**src/hdl/fssc_pkg.sv**
```systemverilog
// Shared types and codes for the FIX session sequence control block.
`default_nettype none

package fssc_pkg;

    // Session phase
    typedef enum logic [1:0] {
        PH_DISC        = 2'd0,
        PH_LOGON_SENT  = 2'd1,
        PH_LOGGED_IN   = 2'd2,
        PH_LOGOUT_SENT = 2'd3
    } phase_t;

    // Item source: inbound message or local request
    typedef enum logic [1:0] {
        KIND_INBOUND    = 2'd0,
        KIND_LOC_LOGON  = 2'd1,
        KIND_LOC_LOGOUT = 2'd2,
        KIND_LOC_SEND   = 2'd3
    } kind_t;

    // Inbound message types; MT_OTHER and codes above it are treated as unknown
    typedef enum logic [3:0] {
        MT_LOGON     = 4'd0,
        MT_HEARTBEAT = 4'd1,
        MT_TESTREQ   = 4'd2,
        MT_RESENDREQ = 4'd3,
        MT_LOGOUT    = 4'd4,
        MT_REJECT    = 4'd5,
        MT_SEQRESET  = 4'd6,
        MT_NEWORDER  = 4'd7,
        MT_CANCEL    = 4'd8,
        MT_REPLACE   = 4'd9,
        MT_OTHER     = 4'd10
    } mtype_t;

    // Emitted message kind
    typedef enum logic [2:0] {
        OK_NONE      = 3'd0,
        OK_LOGON     = 3'd1,
        OK_HEARTBEAT = 3'd2,
        OK_RESEND    = 3'd3,
        OK_LOGOUT    = 3'd4,
        OK_REJECT    = 3'd5,
        OK_LOCAL     = 3'd6
    } okind_t;

    // Logout reason
    typedef enum logic [2:0] {
        RSN_NONE      = 3'd0,
        RSN_SEQ_LOW   = 3'd1,
        RSN_NO_RESEND = 3'd2,
        RSN_ACK       = 3'd3,
        RSN_LOCAL     = 3'd4
    } reason_t;

    localparam int SEQ_W = 32;

    typedef struct packed {
        kind_t            kind;
        logic [3:0]       msg_code;
        logic [SEQ_W-1:0] seq_num;
        logic             target_mismatch;
    } item_t;

    typedef struct packed {
        phase_t           phase;
        logic [SEQ_W-1:0] inbound_seq;
        logic [SEQ_W-1:0] outbound_seq;
    } sess_t;

    typedef struct packed {
        okind_t           out_kind;
        logic [SEQ_W-1:0] out_seq;
        logic [SEQ_W-1:0] ref_seq;
        reason_t          logout_reason;
        logic             echo_test_id;
        logic             deliver_app;
        logic             disconnect;
    } result_t;

endpackage

`default_nettype wire

```
**src/hdl/fix_session_sequence_control.sv**
```systemverilog
// Top level of the FIX session sequence control block.
//
//  channel  | handshake          | payload
//  ---------+--------------------+-----------------------------------------------
//  in       | in_valid/in_stall  | kind, msg_code, seq_num, target_mismatch
//  out      | out_valid/out_stall| out_kind, out_seq, ref_seq, logout_reason,
//           |                    | echo_test_id, deliver_app, disconnect
//  cfg      | cfg_wr_en          | cfg_wr_data (reset_seq_on_logon)
//
//  One word per cycle sustained while out is not stalled; a word passes the input
//  register, then the result register, with one compare/increment pass between.
//  Every input word yields exactly one result word (out_kind may be none).
//  Reset returns to disconnected with both sequence counters at zero.
//  A stall on out holds the result; in stalls only when both registers are full.
`default_nettype none

module fix_session_sequence_control
    import fssc_pkg::*;
(
    input  wire logic             clk,
    input  wire logic             rst_n,

    input  wire logic             cfg_wr_en,
    input  wire logic             cfg_wr_data,

    input  wire logic             in_valid,
    output logic                  in_stall,
    input  wire logic [1:0]       kind,
    input  wire logic [3:0]       msg_code,
    input  wire logic [SEQ_W-1:0] seq_num,
    input  wire logic             target_mismatch,

    output logic                  out_valid,
    input  wire logic             out_stall,
    output logic [2:0]            out_kind,
    output logic [SEQ_W-1:0]      out_seq,
    output logic [SEQ_W-1:0]      ref_seq,
    output logic [2:0]            logout_reason,
    output logic                  echo_test_id,
    output logic                  deliver_app,
    output logic                  disconnect
);

    logic     cfg_reset_seq_reg;
    logic     in_valid_reg;
    item_t    in_item_reg;
    sess_t    sess_reg;
    sess_t    sess_next;
    logic     out_valid_reg;
    result_t  res_reg;
    result_t  res_next;
    logic     advance;
    logic     take_in;

    // result register frees when empty or drained this cycle
    assign advance  = !out_valid_reg || !out_stall;
    assign in_stall = in_valid_reg && !advance;
    assign take_in  = in_valid && !in_stall;

    fssc_decide u_decide (
        .reset_seq_on_logon (cfg_reset_seq_reg),
        .sess               (sess_reg),
        .item               (in_item_reg),
        .sess_next          (sess_next),
        .res                (res_next)
    );

    // configuration register
    always_ff @(posedge clk or negedge rst_n)
    begin
        if (!rst_n)
        begin
            cfg_reset_seq_reg <= 1'b0;
        end
        else if (cfg_wr_en)
        begin
            cfg_reset_seq_reg <= cfg_wr_data;
        end
    end

    // input register and session state
    always_ff @(posedge clk or negedge rst_n)
    begin
        if (!rst_n)
        begin
            in_valid_reg          <= 1'b0;
            sess_reg.phase        <= PH_DISC;
            sess_reg.inbound_seq  <= '0;
            sess_reg.outbound_seq <= '0;
            out_valid_reg         <= 1'b0;
        end
        else
        begin
            if (advance)
            begin
                in_valid_reg  <= take_in;
                out_valid_reg <= in_valid_reg;
                if (in_valid_reg)
                begin
                    sess_reg <= sess_next;
                end
            end
            else if (!in_valid_reg)
            begin
                in_valid_reg <= take_in;
            end
        end
    end

    // payload registers
    always_ff @(posedge clk)
    begin
        if (take_in)
        begin
            in_item_reg.kind            <= kind_t'(kind);
            in_item_reg.msg_code        <= msg_code;
            in_item_reg.seq_num         <= seq_num;
            in_item_reg.target_mismatch <= target_mismatch;
        end
        if (advance && in_valid_reg)
        begin
            res_reg <= res_next;
        end
    end

    // drive result ports
    assign out_valid     = out_valid_reg;
    assign out_kind      = res_reg.out_kind;
    assign out_seq       = res_reg.out_seq;
    assign ref_seq       = res_reg.ref_seq;
    assign logout_reason = res_reg.logout_reason;
    assign echo_test_id  = res_reg.echo_test_id;
    assign deliver_app   = res_reg.deliver_app;
    assign disconnect    = res_reg.disconnect;

`ifndef SYNTH
    a_stamp_matches_counter: assert property (@(posedge clk) disable iff (!rst_n)
        (advance && in_valid_reg && res_next.out_kind != OK_NONE)
        |=> (res_reg.out_seq == sess_reg.outbound_seq))
        else $error("stamped number differs from outbound counter");

    a_silent_has_no_stamp: assert property (@(posedge clk) disable iff (!rst_n)
        (out_valid_reg && res_reg.out_kind == OK_NONE)
        |-> (res_reg.out_seq == '0 && res_reg.ref_seq == '0))
        else $error("silent result carries sequence numbers");

    a_reason_only_on_logout: assert property (@(posedge clk) disable iff (!rst_n)
        (out_valid_reg && res_reg.logout_reason != RSN_NONE)
        |-> (res_reg.out_kind == OK_LOGOUT))
        else $error("logout reason on a non-logout result");

    a_echo_only_heartbeat: assert property (@(posedge clk) disable iff (!rst_n)
        (out_valid_reg && res_reg.echo_test_id) |-> (res_reg.out_kind == OK_HEARTBEAT))
        else $error("test id echo without heartbeat");

    a_stall_only_when_full: assert property (@(posedge clk) disable iff (!rst_n)
        in_stall |-> (out_valid_reg && out_stall && in_valid_reg))
        else $error("input stalled with room in the pipeline");
`endif

endmodule

`default_nettype wire

```
**src/hdl/fssc_decide.sv**
```systemverilog
// Per-word session decision: next session state and the result word.
`default_nettype none

module fssc_decide
    import fssc_pkg::*;
(
    input  wire logic    reset_seq_on_logon,
    input  wire sess_t   sess,
    input  wire item_t   item,
    output sess_t        sess_next,
    output result_t      res
);

    logic [SEQ_W-1:0] expected;
    logic [SEQ_W-1:0] ob_base;
    logic [SEQ_W-1:0] ob_inc;
    logic             emit;
    okind_t           emit_kind;
    logic [SEQ_W-1:0] emit_ref;
    reason_t          emit_reason;

    assign expected = sess.inbound_seq + 1'b1;
    assign ob_inc   = ob_base + 1'b1;

    always_comb
    begin
        sess_next        = sess;
        ob_base          = sess.outbound_seq;
        emit             = 1'b0;
        emit_kind        = OK_NONE;
        emit_ref         = '0;
        emit_reason      = RSN_NONE;
        res              = '0;

        case (item.kind)
            KIND_INBOUND:
            begin
                if (sess.phase == PH_DISC)
                begin
                    // admit logon only
                    if (mtype_t'(item.msg_code) != MT_LOGON)
                    begin
                        res.disconnect = 1'b1;
                    end
                    else
                    begin
                        if (reset_seq_on_logon)
                        begin
                            sess_next.inbound_seq = '0;
                            ob_base               = '0;
                        end
                        if (item.target_mismatch)
                        begin
                            res.disconnect = 1'b1;
                        end
                        else
                        begin
                            sess_next.inbound_seq = item.seq_num;
                            sess_next.phase       = PH_LOGGED_IN;
                            emit                  = 1'b1;
                            emit_kind             = OK_LOGON;
                        end
                    end
                end
                else if (item.seq_num > expected)
                begin
                    // gap: ask for resend, drop the word
                    emit      = 1'b1;
                    emit_kind = OK_RESEND;
                    emit_ref  = expected;
                end
                else if (item.seq_num < expected && item.seq_num != '0)
                begin
                    // number too low: log out and drop the link
                    sess_next.phase = PH_LOGOUT_SENT;
                    emit            = 1'b1;
                    emit_kind       = OK_LOGOUT;
                    emit_reason     = RSN_SEQ_LOW;
                    res.disconnect  = 1'b1;
                end
                else
                begin
                    sess_next.inbound_seq = item.seq_num;
                    case (mtype_t'(item.msg_code))
                        MT_LOGON:
                        begin
                            if (sess.phase == PH_LOGON_SENT)
                            begin
                                sess_next.phase = PH_LOGGED_IN;
                            end
                            else
                            begin
                                emit      = 1'b1;
                                emit_kind = OK_REJECT;
                                emit_ref  = item.seq_num;
                            end
                        end
                        MT_HEARTBEAT, MT_REJECT, MT_SEQRESET:
                        begin
                        end
                        MT_TESTREQ:
                        begin
                            emit             = 1'b1;
                            emit_kind        = OK_HEARTBEAT;
                            res.echo_test_id = 1'b1;
                        end
                        MT_RESENDREQ:
                        begin
                            sess_next.phase = PH_LOGOUT_SENT;
                            emit            = 1'b1;
                            emit_kind       = OK_LOGOUT;
                            emit_reason     = RSN_NO_RESEND;
                            res.disconnect  = 1'b1;
                        end
                        MT_LOGOUT:
                        begin
                            // acknowledge unless we started the logout
                            if (sess.phase != PH_LOGOUT_SENT)
                            begin
                                emit        = 1'b1;
                                emit_kind   = OK_LOGOUT;
                                emit_reason = RSN_ACK;
                            end
                            sess_next.phase = PH_DISC;
                            res.disconnect  = 1'b1;
                        end
                        MT_NEWORDER, MT_CANCEL, MT_REPLACE:
                        begin
                            res.deliver_app = 1'b1;
                        end
                        default:
                        begin
                            emit      = 1'b1;
                            emit_kind = OK_REJECT;
                            emit_ref  = item.seq_num;
                        end
                    endcase
                end
            end
            KIND_LOC_LOGON:
            begin
                sess_next.phase = PH_LOGON_SENT;
                emit            = 1'b1;
                emit_kind       = OK_LOGON;
            end
            KIND_LOC_LOGOUT:
            begin
                sess_next.phase = PH_LOGOUT_SENT;
                emit            = 1'b1;
                emit_kind       = OK_LOGOUT;
                emit_reason     = RSN_LOCAL;
            end
            default:
            begin
                emit      = 1'b1;
                emit_kind = OK_LOCAL;
            end
        endcase

        // stamp emitted words with the next outbound number
        if (emit)
        begin
            sess_next.outbound_seq = ob_inc;
            res.out_kind           = emit_kind;
            res.out_seq            = ob_inc;
            res.ref_seq            = emit_ref;
            res.logout_reason      = emit_reason;
        end
        else
        begin
            sess_next.outbound_seq = ob_base;
        end
    end

endmodule

`default_nettype wire
```
**config.mk**
```make
export PLATFORM = sky130hd
export DESIGN_NAME = fix_session_sequence_control
export DESIGN_NICKNAME = d
export VERILOG_FILES = /design/src/hdl/fssc_pkg.sv /design/src/hdl/fix_session_sequence_control.sv /design/src/hdl/fssc_decide.sv
export SDC_FILE = /design/constraint.sdc
export NUM_CORES = 1
export LEC_CHECK = 0
export ABC_AREA = 1
export BUFFER_PORTS_ARGS = -buffer_cell sky130_fd_sc_hd__buf_2
export CAP_MARGIN = 20
export CORE_UTILIZATION = 40
export CTS_BUF_LIST = sky130_fd_sc_hd__clkbuf_8
export DETAILED_ROUTE_END_ITERATION = 8
export SYNTH_ARGS = -nofsm -noshare
export SYNTH_HDL_FRONTEND = slang
export SYNTH_HIERARCHICAL = 1
export SYNTH_SLANG_ARGS = --single-unit
export TNS_END_PERCENT = 50
```
**constraint.sdc**
```tcl
create_clock -name clk -period 4.4 [get_ports clk]
set_clock_uncertainty 0.1 [all_clocks]
set_input_delay 0 -clock clk [delete_from_list [all_inputs] [get_ports clk]]
set_output_delay 0 -clock clk [all_outputs]
set_load 0.02 [all_outputs]
```
==> summary by stage, run 1 <==
Timing
The final period demand of the worst path is 4.17 ns. The final-layout setup total negative slack is 0 ns. Setup repair after global routing left no endpoint under its margin. For the pin with the worst max-slew slack, the measured transition is 1.04 ns.

The worst path meets setup with 0.230 ns of slack. Setup violations remaining at the end of the flow were counted as 0. Measured against its own limit, the worst slew margin works out to 30.5%. In the finished design, the share of the clock period the worst path needs comes to 94.8%. The count of final max-slew check failures is 0. The number of hold violations in the final report came to 0. The worst hold-check slack is 0.0968 ns. Derived from the worst setup path, the maximum achievable clock frequency is 240 MHz.

Detailed routing
The per-cell routed wire length is between 15 and 20 um. The number of design-rule violations left by the first detailed-router iteration is 999. After detailed routing, the number of remaining DRC violations is 0. The detailed-route wire length is about 37,000 um. The vias after detailed routing is 11,200.

For this run, the detailed router's first-pass iteration total came to 5. The per-cell via count in the routed design is approximately 5.2. The post-route antenna net violation count is 0.

Synth
The count of flip-flops with a built-in enable after synthesis is 112. After synthesis, flip-flops and latches occupy roughly 43% of the total area. After synthesis, the cell types taking the most area are edfxtp_1 (29%), nand2_1 (15%), dfrtp_1 (15%). The cell taking the most area after synthesis is edfxtp_1. The cell area that synthesis handed to floorplanning was 11,700 sq um. A synthesized cell averages between 7 and 8 sq um. Synthesis produced a netlist with a net count of 1,638. The most frequently used flop master after synthesis is edfxtp_1. The post-synthesis cell type count is 43. The Yosys step of the flow raised 6 warnings. The share of synthesized flip-flops with an asynchronous set or reset is 38.1%. The register bit total from synthesis is 181. Of the post-synthesis cell area, the dominant cell type holds between 20% and 30%. The post-synthesis cell count is 1,555.

GRT
In the global route stage, overall resource usage came out at 25.1%. The remaining global-route overflow is 0. Entering global routing, the biggest net connects 71 pins. The initial antenna violation count is 0. The number of global-route vias before repair is approximately 11,000. The global-route wire length before repair is 58,600 um.

Placed design
The post-placement cell area is 13,000 sq um. The number of cells in the design after placement is 2,054. The worst slack at placement is -0.350 ns. Input and output buffers added on the ports amount to 119.

Routability-driven placement finished with a final weighted congestion of 0.921. The total half-perimeter wirelength after legalization and detailed placement is around 25,000 um.

Worst hold path
The class of the tightest hold or removal check is in2reg. The cell depth of the worst min-delay path is 2. The startpoint of the most critical hold path is seq_num[31].

The worst min-delay path endpoint is in_item_reg[32]$_DFFE_PP_.

Power and ir drop
The worst-case IR drop observed on VDD is 245 uV. Total power for the finished layout comes to 5.95 mW. For this design the ratio of total power to cell area is 422 nW/um^2. The leakage power figure is 6.45 nW.

Cells and area
From synthesis to final layout, the design area changed by 20.2%. Leaving out filler cells and counting taps, the final layout contains around 2,100. The register with the most flip-flops in the layout has 66 of them. The final non-filler cell area is 14,100 sq um. The commonest non-fill, non-tap cell in the layout is nand2_1. The fraction of final layout cells with drive strength greater than 1 is 17.8%. The total of fill cells in the finished design is ~2,900. The library cells used most frequently in the layout, excluding fill and tap cells, are nand2_1 (465), nor2_1 (188), nand3_1 (146). The final net count is 1,826.

Measured on the finished design, the core utilization comes to 49.0%. The count of inserted antenna diode cells is 0.

Clock network
The root buffer selected by CTS is clkbuf_8. TritonCTS built the clock tree. The clock drives 181 sinks. The clock tree synthesis step divided the H-tree into 4 levels. TritonCTS created 17 clock buffers. Clock-pin slew was measured on the worst setup and hold paths at 0.10 ns. The insertion delay to the later sink of the worst-skew pair is roughly 0.51 ns.

The worst-case clock buffer depth is 2.

Setup path
For flop-to-flop paths, the worst setup slack is about 0.23 ns. The worst setup path is launched from a register. The required time of the worst setup path is ~4.5 ns. The largest fanout on the critical path is 22.

The depth of the worst register-to-register path is 25. The beginning of the worst register-to-register path is sess_reg[32]$_DFFE_PN0P_. The worst-path cell with the longest stage delay is dfrtp_2. The arrival time at the worst endpoint is 4.31 ns. The kind of end point of the critical path is a register.

On the worst path, the slowest cell contributes a delay of roughly 0.44 ns. The endpoint of the worst register-to-register path is out_seq[24]$_DFFE_PP_. The critical path class is reg2reg. The critical path's most frequent cell is nand2_1.

Die
The die is 173 um tall. The floorplan row count is 62. The placeable core area is 28,800 sq um. The initial utilization of the core area, before any placement, comes to 40.7%.

The die covers 30,000 sq um. In this run the count of I/O pins placed on the die edge is 120. The floorplan step set the die width to between 150 and 200 um.

Run
The max capacitance violation total is 0.

Run status
The run finished with clean final reports.
-- cell type report --
type	count	area [sq um]	area share, %
inverters	136	517	3.67
repair buffers	241	1760	12.5
well taps	384	480	3.41
clock inverters	14	114	0.808
clock buffers	18	248	1.76
flip-flops and latches	181	5090	36.1
multi-input cells	1166	5880	41.7
-- logic make-up (layout without fill, tap and decap cells) --
logic type	after synthesis	after routing	share of synthesized area [%]
fa+ha+maj	38	38	4.06
compound gates	172	172	8.14
buf+inv	208	409	7.59
flops	181	181	43.4
simple gates	915	915	33.7
xor+xnor	41	41	3.06
-- timing repair --
item	CTS	global route
hold buffers	45	0
pin swaps	0	7
cloned	0	2
buffers inserted	0	7
endpoints found under the hold margin	63	0
resized for setup	9	25
setup endpoints to repair	138	138
-- power breakdown --
part           internal, mW  switching, mW  total [mW]
clock network         0.423          0.685        1.11
registers              2.07          0.279        2.34
logic                 0.952           1.55        2.50
-- synthesized netlist by cell type (16+ instances only) --
| master | number |
|---|---|
| nand2_1 | 471 |
| nor2_1 | 192 |
| nand3_1 | 150 |
| inv_1 | 128 |
| edfxtp_1 | 112 |
| dfrtp_1 | 69 |
| a21oi_1 | 61 |
| o21ai_0 | 56 |
| ha_1 | 38 |
| xor2_1 | 36 |
| buf_2 | 31 |
| clkbuf_1 | 23 |
| o21ai_1 | 21 |
| nor3_1 | 17 |
| nand4_1 | 16 |
-- critical path: cells and delay by family (launching register included) --
family	cells	cell delay, ns
buffers and inverters	4	0.46
adders and majority gates	2	0.43
DFF	1	0.44
and+or+nand+nor	16	1.83
AOI/OAI and AO/OA	3	0.61
-- how the worst max path moves through the flow --
stage | endpoint | cells after the start | slack [ns] | start
after global routing | sess_reg[26]$_DFFE_PN0P_ | 27 | 0.003 | sess_reg[32]$_DFFE_PN0P_
after global placement | sess_reg[45]$_DFFE_PN0P_ | 26 | -0.27 | sess_reg[32]$_DFFE_PN0P_
after floorplan | sess_reg[0]$_DFFE_PN0P_ | 27 | 0.76 | sess_reg[32]$_DFFE_PN0P_
after detailed placement | sess_reg[45]$_DFFE_PN0P_ | 26 | -0.35 | sess_reg[32]$_DFFE_PN0P_
after CTS | sess_reg[25]$_DFFE_PN0P_ | 27 | 0.03 | sess_reg[32]$_DFFE_PN0P_
final | out_seq[24]$_DFFE_PP_ | 25 | 0.23 | sess_reg[32]$_DFFE_PN0P_
-- layer usage --
| metal | part of all wire (%) | routed length [um] | global-route usage, % |
|---|---|---|---|
| met1 | 44 | 16300 | 33.1 |
| met2 | 48 | 17800 | 41.6 |
| met3 | 5.5 | 2010 | 4.41 |
| met4 | 1.9 | 706 | 8.48 |
| met5 | 0 | 0 | 0 |
(Power assumes the default switching activity.)
==> inputs of run 2 (changes only) <==
CTS_BUF_LIST = unset   (was sky130_fd_sc_hd__clkbuf_8)
==> run 2 against run 1 <==
- clock power grew 34%
- setup slack improved by 0.0068 ns
- global-route usage up 0.12 points
- power increased by 6.5%
- cell count down 0.14%
- worst hold slack got worse by 0.089 ns
- count of clock-buffer cells in the layout stayed put
- register-to-register slack barely moved
- wire length increased by 0.52%
- critical path type unchanged
- critical endpoint is now ref_seq[27]$_DFFE_PP_
==> summary by stage, run 2 (same netlist as run 1, synthesis figures left out) <==
Setup path
STA classifies the critical path startpoint as a register. The critical path's most frequent cell is nand2_1. The largest stage delay on the critical path came to 0.44 ns (about the same).

The worst-path cell with the longest stage delay is dfrtp_2. The arrival time at the worst endpoint was 4.34 ns (+0.03 ns). Walking the worst path, the cells encountered are ha_4 -> nand3_2 -> nor2_2 -> nand2_2 -> nor2_2 -> nand2_1 -> nor3_4 -> inv_1 -> o21ai_1 -> nand2_1 -> ha_1 -> nand2_1 -> nor2_1 -> and3_1 -> nand2_1 -> nand2_2 -> nand2_4 -> buf_4 -> buf_4 -> or2_2 -> a21oi_1. The kind of end point of the critical path is a register. The count of buffering cells on the critical path with inverters included came to 3 (-1). The required time of the worst setup path is 4.58 ns (+0.04 ns). The critical path in this run is classified as reg2reg. On the critical path the largest part of the delay comes from simple AND/OR/NAND/NOR gates. The largest fanout on the critical path is 15 (-32%).

Die
The initial standard-cell utilization of the core is 40.7% (unchanged). The floorplan die height came to 173 um (unchanged). The placeable core area is 28,800 sq um (unchanged). The number of ports placed on the die boundary is 120 (unchanged). The floorplan row count is 62 (unchanged). The width of the die is 173 um (unchanged).

The die area was 30,000 sq um (unchanged).

GRT
The initial antenna violation count is 0 (unchanged). The global-route wire length before repair is 58,700 um (+0.21%). The remaining global-route overflow was 0 (unchanged).

The overall routing resource usage is 25.2% (+0.12 points). The pin count of the biggest net entering global routing was 71 (unchanged). The number of global-route vias before repair was 10,800 (+0.39%).

Placed design
The post-placement cell area came to 13,000 sq um (unchanged). The routability congestion estimate from global placement was 0.921 (unchanged). The worst slack at placement was -0.350 ns (unchanged).

The number of buffers added on ports is 119 (unchanged). The total half-perimeter wirelength after legalization and detailed placement came to 25,300 um (unchanged).

Timing
The number of hold violations in the final report is 0 (unchanged). The setup slack of the critical path after layout is 0.236 ns (+0.00675 ns). The final period demand of the worst path came to 4.16 ns (-0.00675 ns). The fmax came to 240 MHz (+0.16%). The relative max-transition margin is 29.7% (-0.77 points). The number of failing setup endpoints in the final timing report is 0 (unchanged). The worst hold-check slack is 0.00764 ns (-0.0892 ns).

The fraction of the cycle the final worst path needs is 94.6% (-0.15 points). The count of final max-slew check failures is 0 (unchanged). The worst-margin pin slew is 1.05 ns (+0.0115 ns).

Clock network
The TritonCTS buffer count is 17 (unchanged). The CTS tree is done. The total clock sinks is 181 (unchanged). The worst-case clock buffer depth is 2 (unchanged). The insertion delay to the later sink of the worst-skew pair is 0.46 ns (-0.05 ns). Clock tree synthesis selected as its root buffer the cell clkbuf_16. The CTS H-tree depth came to 4 (unchanged). The register clock-pin slew on the reported worst setup and hold paths was 0.07 ns (-0.03 ns).

Detailed routing
The detailed-route wire length is 37,000 um (+0.52%). The vias after detailed routing came to 11,200 (-0.045%). The post-route antenna net violation count is 0 (unchanged). The per-cell routed wire length came to 17.3 um (+0.66%).

The per-cell via count in the routed design was 5.23 (about the same). The number of design-rule violations left by the first detailed-router iteration is 839 (-16%). The number of DRC violations after detailed routing is 0 (unchanged).

The number of detailed-route iterations in the first pass came to 5 (unchanged).

Cells and area
The total of fill cells in the finished design is 2,892 (-0.38%). The area of the multi-input gates is 5870 sq um (-0.19%). The share of the core filled with cells is 49.4% (+0.47 points).

The library cells used most frequently in the layout, excluding fill and tap cells, are nand2_1 (465), nor2_1 (190), nand3_1 (146). The commonest non-fill, non-tap cell in the layout is nand2_1. The number of flip-flops under the largest register name is 66 (unchanged). Relative to the synthesized area, the layout overhead comes to 21.3%. The final net count is 1,823 (-0.16%).

The final non-filler cell area is 14,200 sq um (+0.95%). The fraction of final layout cells with drive strength greater than 1 was 17.5% (-0.25 points). The sequential cell area is 5090 sq um (unchanged). The count of inserted antenna diode cells is 0 (unchanged).

Power and ir drop
The leakage power figure is 6.52 nW (+1.1%). The ratio of total power to cell area came to 445 nW/um^2 (+5.5%). The largest vdd supply drop is 275 uV (+12%).

Run
The max capacitance violation total is 0 (unchanged).

Run status
The run finished with clean final reports.

Worst hold path
The class of the tightest hold or removal check is in2async.
==> run 2: cell types whose count changed in the layout (fill, tap and decap cells not counted), moves of 2 or more <==
cell       delta
nor2_1        +2
clkbuf_16    +17
buf_12        -2
clkbuf_8     -17
nor2_2        -2
==> run 2: final timing paths <==
kind / slack, ns / cells after the start / endpoint / from
max reg2reg: 0.24 / 21 / ref_seq[27]$_DFFE_PP_ / sess_reg[32]$_DFFE_PN0P_
min in group clk: 0.14 / 2 / in_item_reg[32]$_DFFE_PP_ / seq_num[31]
max in group asynchronous: 3.03 / 3 / in_valid_reg$_DFF_PN0_ / rst_n
min reg2reg: 0.38 / 2 / sess_reg[1]$_DFFE_PN0P_ / sess_reg[1]$_DFFE_PN0P_
min: 0.008 / 2 / cfg_reset_seq_reg$_DFFE_PN0P_ / rst_n
max: 0.24 / 21 / ref_seq[27]$_DFFE_PP_ / sess_reg[32]$_DFFE_PN0P_
==> run 2: final cells by class <==
cell class	instances	area share [%]
Clock buffer	18	3.09
Tap cell	384	3.38
Clock inverter	14	0.800
Timing Repair Buffer	238	12.1
Multi-Input combinational cell	1166	41.2
Sequential cell	181	35.8
Inverter	136	3.63
==> run 2: power by group <==
| part | internal [mW] | switching (mW) |
|---|---|---|
| combinational | 0.946 | 1.55 |
| clock | 0.755 | 0.740 |
| sequential | 2.07 | 0.279 |
| total | 3.77 | 2.57 |
==> run 2: what timing repair did <==
item / 4_1_cts / 5_1_grt
resized for setup: 8 / 24
endpoints found under the setup margin: 138 / 138
pin swaps: 0 / 9
hold buffers: 43 / 0
gates cloned: 0 / 2
setup buffers: 0 / 6
hold endpoints to repair: 63 / 0
==> run 2: routing by layer <==
| layer | global-route usage [%] | wire length [um] | up-vias | part of all wire, % |
|---|---|---|---|---|
| met2 | 41.8 | 17700 | 376 | 48 |
| met1 | 32.9 | 16500 | 5262 | 45 |
| met4 | 8.70 | 746 | 0 | 2.0 |
| met3 | 4.76 | 2000 | 49 | 5.4 |
| met5 | 0 | 0 | - | 0 |
| li1 | - | - | 5483 | - |
==> run 2: stage by stage <==
| stage | TNS (ns) | total power, mW | instances |
|---|---|---|---|
| after global placement | -25.93 | 4.65 | 2054 |
| after detailed placement | -36.53 | 4.69 | 2054 |
| after CTS | 0 | 6.24 | 2129 |
| final | 0 | 6.34 | 2137 |
| after global routing | -0.00337 | 6.76 | 2137 |
| after floorplan | 0 | 3.88 | 1555 |
